File: config.mk
export PLATFORM = sky130hd
export DESIGN_NAME = usb_control_request_responder_core
export DESIGN_NICKNAME = d
export VERILOG_FILES = /design/src/hdl/ucrr_pkg.sv /design/src/hdl/usb_control_request_responder_core.sv /design/src/hdl/ucrr_front.sv /design/src/hdl/ucrr_queue.sv /design/src/hdl/ucrr_back.sv
export SDC_FILE = /design/constraint.sdc
export NUM_CORES = 1
export LEC_CHECK = 0
export BUFFER_PORTS_ARGS = -buffer_cell sky130_fd_sc_hd__buf_2
export CORE_ASPECT_RATIO = 1.25
export CORE_MARGIN = 2
export CORE_UTILIZATION = 45
export DETAILED_ROUTE_END_ITERATION = 8
export HOLD_SLACK_MARGIN = 0.15
export SYNTH_ARGS = -nofsm -noshare
export SYNTH_HDL_FRONTEND = slang
export SYNTH_SLANG_ARGS = --single-unit
File: constraint.sdc
create_clock -name clk -period 9.52 [get_ports clk]
set_clock_uncertainty 0.2 [all_clocks]
set_input_delay 1.904 -clock clk [delete_from_list [all_inputs] [get_ports clk]]
set_output_delay 1.904 -clock clk [all_outputs]
set_load 0.02 [all_outputs]
File: src/hdl/ucrr_pkg.sv
// Shared types, request codes and constant tables of the USB control request responder.
// Used by the front, the job queue, the back and the top level; depends on nothing.
package ucrr_pkg;

	// Sizing defaults handed to the top level parameters.
	localparam int LAST_ENDPOINT_DEF = 3;
	localparam int QUEUE_DEPTH = 2;

	// Lengths of the replies the block can send.
	localparam int LINE_BYTES = 7;
	localparam int DEV_DESC_LEN = 18;
	localparam int CFG_DESC_LEN = 32;
	localparam int NOTE_LEN = 10;
	localparam int CFG_IDX_W = 2;

	// Requests as {bRequest, bmRequestType}.
	localparam logic [15:0] REQ_GET_DESCRIPTOR = 16'h0680;
	localparam logic [15:0] REQ_SET_ADDRESS = 16'h0500;
	localparam logic [15:0] REQ_SET_CONFIG = 16'h0900;
	localparam logic [15:0] REQ_GET_CONFIG = 16'h0880;
	localparam logic [15:0] REQ_GET_STATUS_DEV = 16'h0080;
	localparam logic [15:0] REQ_GET_STATUS_IF = 16'h0081;
	localparam logic [15:0] REQ_GET_STATUS_EP = 16'h0082;
	localparam logic [15:0] REQ_CLEAR_FEATURE_DEV = 16'h0100;
	localparam logic [15:0] REQ_SET_FEATURE_DEV = 16'h0300;
	localparam logic [15:0] REQ_CLEAR_FEATURE_IF = 16'h0101;
	localparam logic [15:0] REQ_SET_FEATURE_IF = 16'h0301;
	localparam logic [15:0] REQ_CLEAR_FEATURE_EP = 16'h0102;
	localparam logic [15:0] REQ_SET_FEATURE_EP = 16'h0302;
	localparam logic [15:0] REQ_GET_LINE_CODING = 16'h21A1;
	localparam logic [15:0] REQ_SET_LINE_CODING = 16'h2021;
	localparam logic [15:0] REQ_SET_LINE_STATE = 16'h2221;

	// Descriptor types in the high byte of wValue.
	localparam logic [7:0] DESC_DEVICE = 8'h01;
	localparam logic [7:0] DESC_CONFIG = 8'h02;

	// Line state that triggers the serial state notification (DTR and RTS).
	localparam logic [7:0] LINE_STATE_NOTIFY = 8'h03;

	// Endpoints 1 and 2 are disabled when the configuration is dropped.
	localparam int EP_CLR_BITS = 6;

	// Configuration register reset values.
	localparam logic [15:0] VENDOR_ID_RST = 16'd1003;
	localparam logic [15:0] PRODUCT_ID_RST = 16'd24866;
	localparam logic [15:0] DEVICE_RELEASE_RST = 16'd272;

	// Device descriptor bytes ahead of the identifiers.
	localparam logic [7:0] DEV_HEAD [8] = '{
		8'h12, 8'h01, 8'h10, 8'h01, 8'h02, 8'h00, 8'h00, 8'h08
	};

	// Configuration descriptor with one interface and two bulk endpoints.
	localparam logic [7:0] CFG_DESC [CFG_DESC_LEN] = '{
		8'h09, 8'h02, 8'h20, 8'h00, 8'h01, 8'h01, 8'h00, 8'hC0, 8'h00,
		8'h09, 8'h04, 8'h00, 8'h00, 8'h02, 8'h00, 8'h00, 8'h00, 8'h00,
		8'h07, 8'h05, 8'h01, 8'h02, 8'h40, 8'h00, 8'h00,
		8'h07, 8'h05, 8'h82, 8'h02, 8'h40, 8'h00, 8'h00
	};

	// Serial state notification sent on the interrupt endpoint.
	localparam logic [7:0] SERIAL_NOTE [NOTE_LEN] = '{
		8'hA1, 8'h20, 8'h00, 8'h00, 8'h00, 8'h00, 8'h02, 8'h00, 8'h03, 8'h00
	};

	// Line coding after reset: 921600 baud, one stop bit, parity 2, 8 data bits.
	localparam logic [7:0] LINE_RESET [LINE_BYTES] = '{
		8'h00, 8'h10, 8'h0E, 8'h00, 8'h00, 8'h02, 8'h08
	};

	typedef enum logic [1:0] {
		OP_SETUP,
		OP_OUT_DATA,
		OP_BUS_RESET
	} opcode_t;

	typedef enum logic [CFG_IDX_W-1:0] {
		CFG_VENDOR_ID,
		CFG_PRODUCT_ID,
		CFG_DEVICE_RELEASE
	} cfg_reg_t;

	typedef enum logic [1:0] {
		RESP_DATA,
		RESP_STATUS,
		RESP_STALL,
		RESP_NOTIFY
	} resp_kind_t;

	typedef enum logic [1:0] {
		DEV_DEFAULT,
		DEV_ADDRESSED,
		DEV_CONFIGURED
	} dev_state_t;

	// What the back has to send for one classified item.
	typedef enum logic [2:0] {
		JOB_DEV_DESC,
		JOB_CFG_DESC,
		JOB_LINE_CODING,
		JOB_ONE_BYTE,
		JOB_TWO_BYTES,
		JOB_STATUS,
		JOB_STALL,
		JOB_STATUS_NOTE
	} job_kind_t;

	typedef struct packed {
		logic [1:0]  opcode;
		logic [7:0]  request_type;
		logic [7:0]  request_code;
		logic [15:0] setup_value;
		logic [15:0] setup_index;
		logic [15:0] setup_length;
		logic [7:0]  out_byte;
	} in_t;

	typedef struct packed {
		logic [1:0] response_kind;
		logic [7:0] response_byte;
		logic       last_of_run;
		logic [1:0] device_state_now;
		logic [6:0] address_now;
	} out_t;

	typedef struct packed {
		job_kind_t                   kind;
		logic [5:0]                  count;
		logic [7:0]                  byte0;
		logic [7:0]                  byte1;
		logic [LINE_BYTES-1:0][7:0]  line;
		dev_state_t                  state;
		logic [6:0]                  addr;
	} job_t;

endpackage

File: src/hdl/usb_control_request_responder_core.sv
// Top level of the USB control request responder: front, job queue and back.
// Depends on ucrr_pkg, ucrr_front, ucrr_queue and ucrr_back.
//
// Use: the input channel (in_valid, in_ready, in_data) takes one word per setup packet,
// control OUT data byte or bus reset. The output channel (out_valid, out_ready, out_data)
// gives the result words each input causes, the final one marked by last_of_run. The
// configuration channel (cfg_valid, cfg_ready, cfg_index, cfg_data) writes vendor id,
// product id and device release; cfg_ready is always high.
// Path: an accepted input is written into the job queue as a job, and its first result word
// then passes through the back's output register before it is on the output.
// The back sends one result word per cycle while out_ready is high; an input gives
// from 1 to 32 result words, as set by the reply length; the front takes a new input each
// cycle while the job queue has room, and inputs that cause no result push no job.
// Reset: the device is in the default state at address 0 with only the control endpoint
// enabled, the line coding is 921600 baud 8 data bits, and the identifier registers
// hold their defaults. Outputs and the queue are empty.
// Stall: while out_ready is low the output word holds; the queue then fills and in_ready
// drops once Q_DEPTH jobs are waiting.
module usb_control_request_responder_core #(
	parameter int LAST_ENDPOINT = ucrr_pkg::LAST_ENDPOINT_DEF,
	parameter int Q_DEPTH = ucrr_pkg::QUEUE_DEPTH
) (
	input  logic                           clk,
	input  logic                           arst_n,
	input  logic                           in_valid,
	output logic                           in_ready,
	input  ucrr_pkg::in_t                  in_data,
	output logic                           out_valid,
	input  logic                           out_ready,
	output ucrr_pkg::out_t                 out_data,
	input  logic                           cfg_valid,
	output logic                           cfg_ready,
	input  logic [ucrr_pkg::CFG_IDX_W-1:0] cfg_index,
	input  logic [15:0]                    cfg_data
);
	import ucrr_pkg::*;

	logic q_full;
	logic q_push;
	job_t push_job;
	logic q_pop;
	logic q_valid;
	job_t head_job;

	// Identifier writes are taken in any cycle.
	assign cfg_ready = 1'b1;

	ucrr_front #(
		.LAST_ENDPOINT(LAST_ENDPOINT)
	) u_front (
		.clk      (clk),
		.arst_n   (arst_n),
		.in_valid (in_valid),
		.in_ready (in_ready),
		.in_data  (in_data),
		.q_full   (q_full),
		.q_push   (q_push),
		.q_job    (push_job)
	);

	ucrr_queue #(
		.DEPTH(Q_DEPTH)
	) u_queue (
		.clk        (clk),
		.arst_n     (arst_n),
		.push       (q_push),
		.push_job   (push_job),
		.full       (q_full),
		.pop        (q_pop),
		.head_valid (q_valid),
		.head_job   (head_job)
	);

	ucrr_back u_back (
		.clk       (clk),
		.arst_n    (arst_n),
		.cfg_valid (cfg_valid),
		.cfg_index (cfg_index),
		.cfg_data  (cfg_data),
		.q_valid   (q_valid),
		.q_job     (head_job),
		.q_pop     (q_pop),
		.out_valid (out_valid),
		.out_ready (out_ready),
		.out_data  (out_data)
	);

endmodule

File: src/hdl/ucrr_front.sv
// Front of the responder: accepts words, keeps the device state and classifies each word
// into a job for the back. Depends on ucrr_pkg.
module ucrr_front #(
	parameter int LAST_ENDPOINT = ucrr_pkg::LAST_ENDPOINT_DEF
) (
	input  logic           clk,
	input  logic           arst_n,
	input  logic           in_valid,
	output logic           in_ready,
	input  ucrr_pkg::in_t  in_data,
	input  logic           q_full,
	output logic           q_push,
	output ucrr_pkg::job_t q_job
);
	import ucrr_pkg::*;

	localparam int EP_W = LAST_ENDPOINT + 1;
	localparam int EPI_W = $clog2(EP_W);
	localparam logic [EP_W-1:0] EP_ALL = '1;
	localparam logic [EP_W-1:0] EP_CLR = EP_W'(EP_CLR_BITS);

	dev_state_t                 dev_state_q, st_d;
	logic [6:0]                 addr_q, addr_d;
	logic [7:0]                 cfg_value_q, cfg_d;
	logic [EP_W-1:0]            ep_en_q, ep_d;
	logic [LINE_BYTES-1:0][7:0] line_q, line_d;
	logic [2:0]                 pending_q, pend_d;
	logic [2:0]                 wpos_q, wpos_d;

	logic             in_fire;
	logic             emit;
	job_t             job;
	logic [15:0]      req;
	logic [7:0]       vlo;
	logic [7:0]       vhi;
	logic [6:0]       ep;
	logic [EPI_W-1:0] ep_i;
	logic [15:0]      wlen;
	logic [5:0]       n_len;

	// Number of bytes to send: the reply length cut to wLength.
	function automatic logic [5:0] clip_len(logic [15:0] len, logic [5:0] total);
		return (len < {10'd0, total}) ? len[5:0] : total;
	endfunction

	assign in_ready = !q_full;
	assign in_fire = in_valid && in_ready;
	assign q_push = in_fire && emit;
	assign q_job = job;

	assign req = {in_data.request_code, in_data.request_type};
	assign vlo = in_data.setup_value[7:0];
	assign vhi = in_data.setup_value[15:8];
	assign ep = in_data.setup_index[6:0];
	assign ep_i = ep[EPI_W-1:0];
	assign wlen = in_data.setup_length;

	// Classify the word and work out the state after it.
	always_comb begin
		st_d = dev_state_q;
		addr_d = addr_q;
		cfg_d = cfg_value_q;
		ep_d = ep_en_q;
		line_d = line_q;
		pend_d = pending_q;
		wpos_d = wpos_q;
		emit = 1'b0;
		n_len = '0;
		job = '0;
		job.kind = JOB_STALL;
		job.count = 6'd1;
		job.line = line_q;
		unique case (in_data.opcode)
			OP_SETUP: begin
				emit = 1'b1;
				pend_d = '0;
				wpos_d = '0;
				if (req == REQ_GET_DESCRIPTOR && vhi == DESC_DEVICE) begin
					n_len = clip_len(wlen, 6'(DEV_DESC_LEN));
					job.kind = (n_len == '0) ? JOB_STATUS : JOB_DEV_DESC;
					job.count = (n_len == '0) ? 6'd1 : n_len;
				end else if (req == REQ_GET_DESCRIPTOR && vhi == DESC_CONFIG) begin
					n_len = clip_len(wlen, 6'(CFG_DESC_LEN));
					job.kind = (n_len == '0) ? JOB_STATUS : JOB_CFG_DESC;
					job.count = (n_len == '0) ? 6'd1 : n_len;
				end else if (req == REQ_SET_ADDRESS) begin
					job.kind = JOB_STATUS;
					addr_d = vlo[6:0];
					st_d = (vlo[6:0] != '0) ? DEV_ADDRESSED : DEV_DEFAULT;
				end else if (req == REQ_SET_CONFIG) begin
					job.kind = JOB_STATUS;
					cfg_d = vlo;
					if (vlo != '0) begin
						st_d = DEV_CONFIGURED;
						ep_d = EP_ALL;
					end else begin
						st_d = DEV_ADDRESSED;
						ep_d = ep_en_q & ~EP_CLR;
					end
				end else if (req == REQ_GET_CONFIG) begin
					job.kind = JOB_ONE_BYTE;
					job.byte0 = cfg_value_q;
				end else if (req == REQ_GET_STATUS_DEV || req == REQ_GET_STATUS_IF) begin
					job.kind = JOB_TWO_BYTES;
					job.count = 6'd2;
				end else if (req == REQ_GET_STATUS_EP) begin
					// The first status byte reports a halted (disabled) endpoint.
					if (dev_state_q == DEV_CONFIGURED && ep <= 7'(LAST_ENDPOINT)) begin
						job.kind = JOB_TWO_BYTES;
						job.count = 6'd2;
						job.byte0 = {7'd0, ~ep_en_q[ep_i]};
					end
				end else if (req == REQ_SET_FEATURE_DEV || req == REQ_CLEAR_FEATURE_DEV) begin
					job.kind = JOB_STALL;
				end else if (req == REQ_SET_FEATURE_IF || req == REQ_CLEAR_FEATURE_IF) begin
					job.kind = JOB_STATUS;
				end else if (req == REQ_SET_FEATURE_EP || req == REQ_CLEAR_FEATURE_EP) begin
					// Only the endpoint halt selector on an existing data endpoint is taken.
					if (vlo == '0 && dev_state_q == DEV_CONFIGURED && ep != '0
							&& ep <= 7'(LAST_ENDPOINT)) begin
						job.kind = JOB_STATUS;
						ep_d[ep_i] = (req == REQ_CLEAR_FEATURE_EP);
					end
				end else if (req == REQ_SET_LINE_CODING) begin
					pend_d = (wlen < 16'(LINE_BYTES)) ? wlen[2:0] : 3'(LINE_BYTES);
					job.kind = JOB_STATUS;
					emit = (pend_d == '0);
				end else if (req == REQ_GET_LINE_CODING) begin
					n_len = clip_len(wlen, 6'(LINE_BYTES));
					job.kind = (n_len == '0) ? JOB_STATUS : JOB_LINE_CODING;
					job.count = (n_len == '0) ? 6'd1 : n_len;
				end else if (req == REQ_SET_LINE_STATE) begin
					// The line state value itself only decides on the notification.
					if (vlo == LINE_STATE_NOTIFY) begin
						job.kind = JOB_STATUS_NOTE;
						job.count = 6'(NOTE_LEN + 1);
					end else begin
						job.kind = JOB_STATUS;
					end
				end else begin
					job.kind = JOB_STALL;
				end
			end
			OP_OUT_DATA: begin
				// Data stage byte of set line coding; stray bytes are dropped.
				if (pending_q != '0 && wpos_q < 3'(LINE_BYTES)) begin
					line_d[wpos_q] = in_data.out_byte;
					pend_d = pending_q - 3'd1;
					wpos_d = wpos_q + 3'd1;
					if (pend_d == '0) begin
						wpos_d = '0;
						emit = 1'b1;
						job.kind = JOB_STATUS;
					end
				end
			end
			OP_BUS_RESET: begin
				st_d = DEV_DEFAULT;
				addr_d = '0;
				cfg_d = '0;
				ep_d = EP_W'(1);
				pend_d = '0;
				wpos_d = '0;
			end
			default: begin
			end
		endcase
		job.state = st_d;
		job.addr = addr_d;
	end

	// Device state registers.
	always_ff @(posedge clk or negedge arst_n) begin
		if (!arst_n) begin
			dev_state_q <= DEV_DEFAULT;
			addr_q <= '0;
			cfg_value_q <= '0;
			ep_en_q <= EP_W'(1);
			pending_q <= '0;
			wpos_q <= '0;
			for (int i = 0; i < LINE_BYTES; i++) begin
				line_q[i] <= LINE_RESET[i];
			end
		end else if (in_fire) begin
			dev_state_q <= st_d;
			addr_q <= addr_d;
			cfg_value_q <= cfg_d;
			ep_en_q <= ep_d;
			pending_q <= pend_d;
			wpos_q <= wpos_d;
			line_q <= line_d;
		end
	end

`ifndef SYNTHESIS
	a_configured_has_value: assert property (@(posedge clk) disable iff (!arst_n)
		dev_state_q == DEV_CONFIGURED |-> cfg_value_q != '0)
		else $error("configured state without a configuration value");

	a_line_coding_bounds: assert property (@(posedge clk) disable iff (!arst_n)
		({1'b0, wpos_q} + {1'b0, pending_q}) <= 4'(LINE_BYTES))
		else $error("line coding write runs past its last byte");
`endif

endmodule

File: src/hdl/ucrr_queue.sv
// Short job queue between the front and the back of the responder.
// Depends on ucrr_pkg for the job type. DEPTH must be a power of two.
module ucrr_queue #(
	parameter int DEPTH = ucrr_pkg::QUEUE_DEPTH
) (
	input  logic           clk,
	input  logic           arst_n,
	input  logic           push,
	input  ucrr_pkg::job_t push_job,
	output logic           full,
	input  logic           pop,
	output logic           head_valid,
	output ucrr_pkg::job_t head_job
);
	import ucrr_pkg::*;

	localparam int PW = $clog2(DEPTH);

	job_t          slot_q [DEPTH];
	logic [PW-1:0] wr_ptr_q;
	logic [PW-1:0] rd_ptr_q;
	logic [PW:0]   count_q;

	assign full = (count_q == (PW + 1)'(DEPTH));
	assign head_valid = (count_q != '0);
	assign head_job = slot_q[rd_ptr_q];

	// Pointers and fill level.
	always_ff @(posedge clk or negedge arst_n) begin
		if (!arst_n) begin
			wr_ptr_q <= '0;
			rd_ptr_q <= '0;
			count_q <= '0;
		end else begin
			if (push) begin
				wr_ptr_q <= wr_ptr_q + PW'(1);
			end
			if (pop) begin
				rd_ptr_q <= rd_ptr_q + PW'(1);
			end
			if (push && !pop) begin
				count_q <= count_q + (PW + 1)'(1);
			end else if (pop && !push) begin
				count_q <= count_q - (PW + 1)'(1);
			end
		end
	end

	// Job storage.
	always_ff @(posedge clk) begin
		if (push) begin
			slot_q[wr_ptr_q] <= push_job;
		end
	end

`ifndef SYNTHESIS
	a_no_overflow: assert property (@(posedge clk) disable iff (!arst_n)
		push |-> !full)
		else $error("job pushed into a full queue");

	a_no_underflow: assert property (@(posedge clk) disable iff (!arst_n)
		pop |-> head_valid)
		else $error("job popped from an empty queue");
`endif

endmodule

File: src/hdl/ucrr_back.sv
// Back of the responder: holds the identifier registers and turns each queued job into
// result words, one a cycle while out_ready allows, via an output register. Depends on ucrr_pkg.
module ucrr_back (
	input  logic                           clk,
	input  logic                           arst_n,
	input  logic                           cfg_valid,
	input  logic [ucrr_pkg::CFG_IDX_W-1:0] cfg_index,
	input  logic [15:0]                    cfg_data,
	input  logic                           q_valid,
	input  ucrr_pkg::job_t                 q_job,
	output logic                           q_pop,
	output logic                           out_valid,
	input  logic                           out_ready,
	output ucrr_pkg::out_t                 out_data
);
	import ucrr_pkg::*;

	logic [15:0] vendor_q;
	logic [15:0] product_q;
	logic [15:0] release_q;
	logic [4:0]  idx_q;
	logic        out_valid_q;
	out_t        out_q;

	logic       load;
	logic       last;
	resp_kind_t res_kind;
	logic [7:0] res_byte;
	logic [7:0] dev_byte;

	assign out_valid = out_valid_q;
	assign out_data = out_q;

	// The output register takes a new word when empty or being taken.
	assign load = q_valid && (!out_valid_q || out_ready);
	assign last = ((6'(idx_q) + 6'd1) == q_job.count);
	assign q_pop = load && last;

	// Device descriptor byte at the current offset.
	always_comb begin
		dev_byte = '0;
		if (idx_q < 5'd8) begin
			dev_byte = DEV_HEAD[idx_q[2:0]];
		end else begin
			unique case (idx_q)
				5'd8:  dev_byte = vendor_q[7:0];
				5'd9:  dev_byte = vendor_q[15:8];
				5'd10: dev_byte = product_q[7:0];
				5'd11: dev_byte = product_q[15:8];
				5'd12: dev_byte = release_q[7:0];
				5'd13: dev_byte = release_q[15:8];
				5'd17: dev_byte = 8'h01;
				default: dev_byte = '0;
			endcase
		end
	end

	// Kind and byte of the current result word.
	always_comb begin
		res_kind = RESP_DATA;
		res_byte = '0;
		unique case (q_job.kind)
			JOB_DEV_DESC:    res_byte = dev_byte;
			JOB_CFG_DESC:    res_byte = CFG_DESC[idx_q];
			JOB_LINE_CODING: res_byte = q_job.line[idx_q[2:0]];
			JOB_ONE_BYTE,
			JOB_TWO_BYTES:   res_byte = (idx_q == '0) ? q_job.byte0 : q_job.byte1;
			JOB_STATUS:      res_kind = RESP_STATUS;
			JOB_STALL:       res_kind = RESP_STALL;
			JOB_STATUS_NOTE: begin
				// Status first, then the notification bytes.
				if (idx_q == '0) begin
					res_kind = RESP_STATUS;
				end else begin
					res_kind = RESP_NOTIFY;
					res_byte = SERIAL_NOTE[4'(idx_q - 5'd1)];
				end
			end
			default: res_kind = RESP_STALL;
		endcase
	end

	// Identifier registers; writes to unknown indexes are dropped.
	always_ff @(posedge clk or negedge arst_n) begin
		if (!arst_n) begin
			vendor_q <= VENDOR_ID_RST;
			product_q <= PRODUCT_ID_RST;
			release_q <= DEVICE_RELEASE_RST;
		end else if (cfg_valid) begin
			unique case (cfg_index)
				CFG_VENDOR_ID:      vendor_q <= cfg_data;
				CFG_PRODUCT_ID:     product_q <= cfg_data;
				CFG_DEVICE_RELEASE: release_q <= cfg_data;
				default: begin
				end
			endcase
		end
	end

	// Offset within the job and output valid.
	always_ff @(posedge clk or negedge arst_n) begin
		if (!arst_n) begin
			idx_q <= '0;
			out_valid_q <= 1'b0;
		end else begin
			if (load) begin
				idx_q <= last ? 5'd0 : idx_q + 5'd1;
				out_valid_q <= 1'b1;
			end else if (out_ready) begin
				out_valid_q <= 1'b0;
			end
		end
	end

	// Output payload.
	always_ff @(posedge clk) begin
		if (load) begin
			out_q.response_kind <= res_kind;
			out_q.response_byte <= res_byte;
			out_q.last_of_run <= last;
			out_q.device_state_now <= q_job.state;
			out_q.address_now <= q_job.addr;
		end
	end

`ifndef SYNTHESIS
	a_job_held_mid_run: assert property (@(posedge clk) disable iff (!arst_n)
		idx_q != '0 |-> q_valid)
		else $error("job left the queue before its last word");

	a_offset_in_run: assert property (@(posedge clk) disable iff (!arst_n)
		q_valid && idx_q != '0 |-> 6'(idx_q) < q_job.count)
		else $error("offset ran past the length of the job");
`endif

endmodule
==> results.sh, run 1 <==
export IMPL_status="finished clean"
export IMPL_synth_xor_area_share_pct=0.949
export IMPL_hold_viol_final=0
export IMPL_grt_max_degree=77
export IMPL_dp_hpwl_um=20800
export IMPL_maxSlewHeadroom_pct=25.4
export IMPL_dieArea_um2=34300
export IMPL_critical_path_startpoint_type="input port"
export IMPL_ctsLongestPathBuffers=3
export IMPL_cts_inserted_buffers=31
export IMPL_ys_async_sr_fraction_pct=43.4
export IMPL_setup_tns_ns=0
export IMPL_postCtsSetupBuffers=0
export IMPL_yosys_area_top_type="edfxtp_1"
export IMPL_seq_area_frac_synth_pct=61.5
export IMPL_p_leak_nw=6.39
export IMPL_yosysMostFrequentCell="edfxtp_1"
export IMPL_cts_htree_levels=1
export IMPL_clk_insertion_delay_late_ns=0.57
export IMPL_synth_nets=1180
export IMPL_place_gp_congestion=0.857
export IMPL_yosysWarnings=0
export IMPL_drive_gt1_share_pct=30.0
export IMPL_avgSynthCellArea_um2=13.9
export IMPL_synth_edff_count=184
export IMPL_synth_cell_types=83
export IMPL_area_growth_pct=13.4
export IMPL_setup_ws_ns=4.21
export IMPL_r2r_setup_slack_ns=5.62
export IMPL_crit_slowest_cell="buf_4"
export IMPL_cts_resized_gates=0
export IMPL_post_route_drc_count=0
export IMPL_cts_clk_slew_worst_paths_ns=0.06
export IMPL_fp_dieH_um=207
export IMPL_grt_pass1_wl_um=50000
export IMPL_setup_violations=0
export IMPL_final_nets=1284
export IMPL_period_needed_ns=5.31
export IMPL_yosys_top_cells_count="edfxtp_1, dfrtp_1, mux2_2"
export IMPL_reg2reg_from="u_back.idx_q[0]"
export IMPL_ctsHoldBuffers=0
export IMPL_cts_tree="built"
export IMPL_wl_per_cell_um=19.8
export IMPL_grt_pass1_vias=9220
export IMPL_peakVddDrop_mv=0.126
export IMPL_tightestPinTransition_ns=1.11
export IMPL_drtAntennaViolNets=0
export IMPL_placed_cells=1554
export IMPL_cts_sinks=325
export IMPL_synth_top_family_by_area="multiplexers"
export IMPL_gr_total_overflow=0
export IMPL_ys_ff_latch=325
export IMPL_worstPathArrival_ns=5.30
export IMPL_syn_area_um2=14800
export IMPL_cp_endpoint="u_queue.slot_q[0][12]"
export IMPL_end_kind="register"
export IMPL_fin_cells=1612
export IMPL_vias=9199
export IMPL_yosys_area_share_simple_pct=9.81
export IMPL_ff2ff_path_depth=10
export IMPL_crit_fanout=56
export IMPL_port_buffers=109
export IMPL_min_path_type="reg -> reg"
export IMPL_pre_cts_slack_ns=3.62
export IMPL_synth_fa_ha_area_share_pct=1.52
export IMPL_powerDensity_nw_per_um2=264
export IMPL_rows=74
export IMPL_antenna_found_initial=0
export IMPL_max_stage_delay_ns=0.76
export IMPL_cpMostUsedCell="nor4_1"
export IMPL_max_freq_ghz=0.188
export IMPL_synthCells=1065
export IMPL_drtIter0Drc=632
export IMPL_drt_wl_total_um=31800
export IMPL_clockRootBuffer="clkbuf_16"
export IMPL_ios=120
export IMPL_start_util_pct=45.5
export IMPL_critical_path_class="in -> reg"
export IMPL_synthTopCellsByArea="edfxtp_1, dfrtp_1, mux2_2"
export IMPL_slew_viol_final=0
export IMPL_grt_usage_pct=18.5
export IMPL_synth_ff_type="edfxtp_1"
export IMPL_drt_pass1_iter_count=5
export IMPL_crit_chain="buf_2, nor4_1, nand3_1, nor4_1, o21ai_0, a21oi_1, nor2b_4, buf_4"
export IMPL_synth_top_area_share_pct=37.4
export IMPL_diodes=0
export IMPL_die_w_um=166
export IMPL_drv_cap=0
export IMPL_synth_compound_area_share_pct=8.52
export IMPL_reg2reg_to="u_queue.count_q[1]"
export IMPL_routed_via_density=5.71
export IMPL_coreArea_um2=32500
export IMPL_startpoint="in_data[21]"
export IMPL_fin_crit_sh_pct=55.8
export IMPL_cp_data_required_time_ns=9.51
export IMPL_synth_mux_area_share_pct=15.5
export IMPL_rsz0062_at_grt="false"
==> how the worst min path moves through the flow <==
stage,start,depth (start not counted),to
6_report,u_front.q_job[51],0,u_queue.slot_q[0][51]
5_1_grt,u_front.q_job[35],0,u_queue.slot_q[0][35]
4_1_cts,u_front.q_job[51],0,u_queue.slot_q[0][51]
3_5_place_dp,u_front.q_job[35],0,u_queue.slot_q[0][35]
3_3_place_gp,u_front.q_job[35],0,u_queue.slot_q[1][35]
2_1_floorplan,u_front.q_job[17],0,u_queue.slot_q[0][17]
==> power by group <==
part	switching (mW)	internal, mW
Clock	0.515	0.741
Combinational	0.647	0.479
Sequential	0.194	1.84
Total	1.36	3.06
==> layout make-up <==
cell class	instances	area (um^2)
Fill cell	2782	15700
Sequential cell	325	9080
Multi-Input combinational cell	667	5390
Clock buffer	44	865
Timing Repair Buffer	118	619
Tap cell	418	523
Clock inverter	14	179
Inverter	26	97.6
==> cell usage in the layout, fill, tap and decap left out, drive strengths merged, types with 15 or more instances in the layout <==
cell type,netlist,routed
mux2i,41,41
clkbuf,30,44
inv,25,28
a21oi,28,28
edfxtp,184,184
nand2,68,68
mux2,117,117
dfrtp,119,119
dfstp,22,22
mux4,25,25
o21ai,63,63
nor3,27,27
nand3b,15,15
a22oi,28,28
nand3,29,29
nor2,34,34
buf,17,118
ha,18,18
==> sequential cells by signal, summed over array words and instances (netlist names) <==
signal               cells
u_queue.wr_ptr_q         1
u_back.release_q        16
u_front.dev_state_q      2
u_back.out_valid         1
u_front.pending_q        3
u_back.product_q        16
u_front.ep_en_q          4
u_front.wpos_q           3
u_front.q_job           56
u_queue.count_q          2
u_back.idx_q             5
u_front.cfg_value_q      8
u_queue.slot_q         164
u_queue.rd_ptr_q         1
u_front.addr_q           7
u_back.vendor_q         16
u_back.out_data         20
==> worst max-delay path: cells and delay by family <==
kind	cells	cell delay, ns
AND/OR/NAND/NOR	4	1.98
AO/OA/AOI/OAI	2	0.49
buffers and inverters	2	0.86
==> layer usage <==
layer  vias up  share of wire [%]  GRT usage [%]
met2       235                 50           32.8
li1       4301                  -              -
met4         0                2.9           6.58
met1      4613                 43           23.7
met5         -                  0              0
met3        50                4.2           2.10
==> metrics by stage <==
stage | power (mW) | hold WS (ns) | util [%] | area (um^2)
floorplan | 2.83 | 0.237 | - | 14800
global placement | 3.18 | 0.242 | 48.4 | 15700
detailed placement | 3.21 | 0.251 | 48.4 | 15700
CTS | 4.47 | 0.265 | 51.6 | 16800
global route | 4.65 | 0.275 | 51.6 | 16800
finish | 4.42 | 0.266 | 51.6 | 16800
==> cells by family after synthesis <==
| family | Yosys count |
|---|---|
| multiplexers | 183 |
| buffers and inverters | 73 |
| other | 1 |
| AO/OA/AOI/OAI | 189 |
| XOR/XNOR | 16 |
| adder cells (fa/ha/maj) | 18 |
| AND/OR/NAND/NOR | 260 |
| flip-flops | 325 |
No activity file was read; power rests on OpenSTA's default activity.
==> inputs of run 2 (changes only) <==
clock period = 5.4 ns   (was 9.52 ns; I/O delays follow)
==> results.sh, run 2 (synthesis gave the netlist of run 1 again) <==
export IMPL_status="finished clean"
export IMPL_maxSlewHeadroom_pct=27.9
export IMPL_largest_reg_flops=164
export IMPL_powerDensity_nw_per_um2=464
export IMPL_hold_viol_final=0
export IMPL_fp_dieH_um=207
export IMPL_cts_sinks=325
export IMPL_grt_pass1_wl_um=51500
export IMPL_peakVddDrop_mv=0.268
export IMPL_cts_resized_gates=0
export IMPL_drtIter0Drc=620
export IMPL_pre_cts_slack_ns=1.10
export IMPL_cts_clk_slew_worst_paths_ns=0.06
export IMPL_clockRootBuffer="clkbuf_16"
export IMPL_antenna_found_initial=0
export IMPL_post_route_drc_count=0
export IMPL_place_gp_congestion=0.833
export IMPL_area_growth_pct=14.0
export IMPL_drive_gt1_share_pct=29.9
export IMPL_drt_wl_total_um=32100
export IMPL_rsz0062_at_grt="false"
export IMPL_setup_violations=0
export IMPL_grt_pass1_vias=9364
export IMPL_cts_inserted_buffers=34
export IMPL_wl_per_cell_um=19.8
export IMPL_grt_usage_pct=19.2
export IMPL_max_freq_ghz=0.265
export IMPL_p_leak_nw=6.42
export IMPL_tightestPinTransition_ns=1.08
export IMPL_ff2ff_path_depth=10
export IMPL_cts_tree="built"
export IMPL_cts_htree_levels=2
export IMPL_diodes=0
export IMPL_fin_crit_sh_pct=69.8
export IMPL_port_buffers=109
export IMPL_min_path_type="reg -> reg"
export IMPL_most_common_layout_cells="edfxtp_1, dfrtp_1, mux2_2"
export IMPL_hp_start="u_front.q_job[38]"
export IMPL_postCtsSetupBuffers=0
export IMPL_final_common_cell="edfxtp_1"
export IMPL_drt_pass1_iter_count=5
export IMPL_ctsLongestPathBuffers=3
export IMPL_start_util_pct=45.5
export IMPL_drtAntennaViolNets=0
export IMPL_grt_max_degree=57
export IMPL_period_needed_ns=3.77
export IMPL_top_register="u_queue.slot_q"
export IMPL_slew_viol_final=0
export IMPL_rows=74
export IMPL_critical_path_class="in -> reg"
export IMPL_cp_data_required_time_ns=5.40
export IMPL_setup_ws_ns=1.63
export IMPL_crit_fanout=31
export IMPL_ios=120
export IMPL_critical_path_startpoint_type="input port"
export IMPL_die_w_um=166
export IMPL_whs_path_depth=0
export IMPL_vias=9309
export IMPL_drv_cap=0
export IMPL_clk_insertion_delay_late_ns=0.51
export IMPL_end_kind="register"
export IMPL_ctsHoldBuffers=0
export IMPL_routed_via_density=5.75
export IMPL_worstPathArrival_ns=3.77
export IMPL_final_nets=1292
export IMPL_startpoint="in_data[21]"
export IMPL_dieArea_um2=34300
export IMPL_gr_total_overflow=0
export IMPL_dp_hpwl_um=21000
export IMPL_coreArea_um2=32500
export IMPL_reg2reg_from="u_back.idx_q[0]"
export IMPL_setup_tns_ns=0
## run 2: critical path, stage by stage
cell and delay (ns):
buf_2 0.10, nor4_1 0.27, nand3_1 0.36, nor4_1 0.56, o21ai_0 0.15, a21oi_1 0.37
and2_4 0.52, buf_4 0.34
## run 2: per-layer routing
layer	share of wire (%)	global-route usage (%)
met1	43	25.1
met2	49	33.0
met3	4.9	3.07
met4	2.4	6.24
met5	0	0
## run 2: final cells by class
type	instances	area (um^2)
Tap cell	418	523
Inverter	26	97.6
Clock buffer	55	1000
Clock inverter	5	55.1
Fill cell	2750	15700
Timing Repair Buffer	123	682
Sequential cell	325	9080
Multi-Input combinational cell	667	5390
## run 2: path summary, 6_finish.rpt
kind                                          to  slack, ns
setup / recovery           u_queue.slot_q[1][12]       1.63
setup reg to reg              u_queue.count_q[1]       1.72
max in group asynchronous    u_back.vendor_q[15]       3.61
hold / removal             u_queue.slot_q[1][38]       0.26
min in group asynchronous      u_front.q_job[15]       0.33
hold reg to reg            u_queue.slot_q[1][38]       0.26
## run 2: where the power goes
part / leakage (nW) / switching [mW] / total [mW] / internal (mW)
Combinational: 2.44 / 1.13 / 1.99 / 0.860
Clock: 0.511 / 0.907 / 2.22 / 1.32
Sequential: 3.46 / 0.357 / 3.60 / 3.24
Total: 6.42 / 2.39 / 7.81 / 5.42
## run 2: per-stage QoR
| stage | util, % | cell area, um^2 | std cells | hold WS [ns] | total power [mW] |
|---|---|---|---|---|---|
| 6_report | 51.8 | 16800 | 1619 | 0.259 | 7.81 |
| 5_1_grt | 51.8 | 16800 | 1619 | 0.270 | 8.26 |
| 4_1_cts | 51.8 | 16800 | 1619 | 0.264 | 7.91 |
| 3_5_place_dp | 48.5 | 15800 | 1559 | 0.251 | 5.67 |
| 3_3_place_gp | 48.5 | 15800 | 1559 | 0.242 | 5.62 |
| 2_1_floorplan | - | 14800 | 1065 | 0.237 | 4.99 |
==> inputs of run 3 (changes only) <==
ABC_AREA = 1   (was unset)
clock period = 3.5 ns   (was 5.4 ns; I/O delays follow)
==> results.sh, run 3 <==
export IMPL_fin_crit_sh_pct=86.9
export IMPL_tightestPinTransition_ns=0.679
export IMPL_setup_ws_ns=0.457
export IMPL_ys_async_sr_fraction_pct=43.4
export IMPL_drtAntennaViolNets=0
export IMPL_seq_area_frac_synth_pct=60.9
export IMPL_grt_pass1_vias=10700
export IMPL_diodes=0
export IMPL_cts_htree_levels=2
export IMPL_top_register="u_queue.slot_q"
export IMPL_clk_insertion_delay_late_ns=0.53
export IMPL_reg2reg_to="u_queue.count_q[1]"
export IMPL_cts_clk_slew_worst_paths_ns=0.06
export IMPL_timing_hold_ws_ns=0.197
export IMPL_start_util_pct=45.6
export IMPL_reg2reg_from="u_back.idx_q[0]"
export IMPL_drtIter0Drc=684
export IMPL_critical_path_startpoint_type="register"
export IMPL_drv_cap=0
export IMPL_slew_viol_final=0
export IMPL_setup_violations=0
export IMPL_period_needed_ns=3.04
export IMPL_cts_sinks=325
export IMPL_min_to="u_back.out_valid"
export IMPL_final_nets=1756
export IMPL_ff2ff_path_depth=13
export IMPL_die_w_um=167
export IMPL_dp_hpwl_um=24100
export IMPL_synth_nets=1619
export IMPL_worstPathArrival_ns=3.24
export IMPL_grt_max_degree=68
export IMPL_cp_data_required_time_ns=3.70
export IMPL_synthTopCellsByArea="edfxtp_1, dfrtp_1, nand2_1"
export IMPL_r2r_setup_slack_ns=0.46
export IMPL_synth_edff_count=184
export IMPL_critical_path_class="reg -> reg"
export IMPL_cts_inserted_buffers=34
export IMPL_rsz0062_at_grt="false"
export IMPL_final_common_cell="nand2_1"
export IMPL_avgSynthCellArea_um2=9.91
export IMPL_place_gp_congestion=0.883
export IMPL_grt_pass1_wl_um=56500
export IMPL_yosysWarnings=0
export IMPL_whs_path_depth=2
export IMPL_end_kind="register"
export IMPL_drive_gt1_share_pct=16.2
export IMPL_pre_cts_slack_ns=0.325
export IMPL_synthCells=1504
export IMPL_peakVddDrop_mv=0.487
export IMPL_drt_pass1_iter_count=5
export IMPL_max_freq_ghz=0.329
export IMPL_p_leak_nw=7.33
export IMPL_ios=120
export IMPL_hp_start="out_ready"
export IMPL_min_path_type="in -> reg"
export IMPL_syn_area_um2=14900
export IMPL_port_buffers=109
export IMPL_synth_ff_type="edfxtp_1"
export IMPL_antenna_found_initial=0
export IMPL_fp_dieH_um=207
export IMPL_most_common_layout_cells="nand2_1, o21ai_0, edfxtp_1"
export IMPL_num_fill_cells=2952
export IMPL_hold_viol_final=0
export IMPL_wl_per_cell_um=16.8
export IMPL_maxSlewHeadroom_pct=54.7
export IMPL_vias=10900
export IMPL_post_route_drc_count=0
export IMPL_yosys_top_cells_count="nand2_1, o21ai_0, edfxtp_1"
export IMPL_powerDensity_nw_per_um2=748
export IMPL_grt_usage_pct=20.3
export IMPL_drt_wl_total_um=35000
export IMPL_dieArea_um2=34600
export IMPL_status="finished clean"
export IMPL_routed_via_density=5.21
export IMPL_cts_tree="built"
export IMPL_area_growth_pct=15.8
export IMPL_rows=74
export IMPL_yosysMostFrequentCell="nand2_1"
export IMPL_synth_top_area_share_pct=37.1
export IMPL_coreArea_um2=32700
export IMPL_largest_reg_flops=164
export IMPL_crit_fanout=10
export IMPL_cts_resized_gates=0
export IMPL_ctsLongestPathBuffers=3
export IMPL_gr_total_overflow=0
export IMPL_yosys_area_top_type="edfxtp_1"
export IMPL_synth_cell_types=55
export IMPL_ys_ff_latch=325
export IMPL_clockRootBuffer="clkbuf_16"
==> run 3: power by group <==
part | switching, mW | internal (mW)
clock | 1.49 | 2.21
combinational | 2.33 | 1.16
sequential | 0.524 | 5.18
==> run 3: repair_timing <==
action / CTS / global route
hold buffers: 1 / 0
setup buffers: 0 / 0
hold endpoints to repair: 59 / 0
==> run 3: worst max path at each step <==
stage,from,end,cells past startpoint
3_3_place_gp,in_data[64],u_queue.count_q[1],18
4_1_cts,u_back.idx_q[0],u_queue.count_q[1],13
6_report,u_back.idx_q[0],u_queue.count_q[1],13
2_1_floorplan,in_data[64],u_queue.slot_q[1][0],13
5_1_grt,u_back.idx_q[0],u_queue.count_q[1],13
3_5_place_dp,in_data[64],u_queue.count_q[1],18
==> run 3: worst max-delay path, cell delays in order (launching register included) <==
cell,delay [ns]
dfrtp_1,0.51
clkinv_1,0.36
ha_1,0.40
inv_1,0.14
xor2_1,0.15
nand3_1,0.08
nor2_1,0.11
nand2_1,0.13
nor2_2,0.14
inv_1,0.05
ha_1,0.30
a21oi_1,0.12
o21ai_0,0.11
xnor2_1,0.13
==> run 3: logic make-up (layout without fill, tap and decap cells) <==
group | after synthesis | count (layout) | synth area share, %
multiplexers | 12 | 12 | 0.806
flip-flops | 325 | 325 | 60.9
buffers and inverters | 191 | 354 | 5.50
AO/OA/AOI/OAI | 321 | 321 | 11.8
AND/OR/NAND/NOR | 622 | 622 | 18.6
XOR/XNOR | 14 | 14 | 0.823
adder cells (fa/ha/maj) | 18 | 18 | 1.51
other | 1 | 1 | 0.0252
==> run 3: through the flow <==
stage	util (%)	instances	instance area [um^2]	power [mW]	TNS [ns]
2_1_floorplan	-	1504	14900	8.06	-118.97
3_3_place_gp	49.3	2022	16100	9.19	0
3_5_place_dp	49.3	2022	16100	9.30	0
4_1_cts	52.8	2085	17300	13.0	0
5_1_grt	52.8	2085	17300	13.7	0
6_report	52.8	2085	17300	12.9	0
==> run 3: per-layer routing <==
| layer | track usage (%) | part of all wire, % | vias up |
|---|---|---|---|
| li1 | - | - | 5399 |
| met1 | 26.3 | 44 | 5165 |
| met2 | 35.4 | 50 | 248 |
| met3 | 2.96 | 4.3 | 59 |
| met4 | 6.36 | 2.4 | 0 |
| met5 | 0 | 0 | - |
==> run 3: final cells by class <==
type | count | area [um^2] | area share [%]
tap | 418 | 523 | 3.03
sequential | 325 | 9080 | 52.6
timing repair buffer | 149 | 942 | 5.46
clock buffer | 46 | 946 | 5.48
inverter | 143 | 546 | 3.16
clock inverter | 16 | 199 | 1.15
multi-input combinational | 988 | 5020 | 29.1
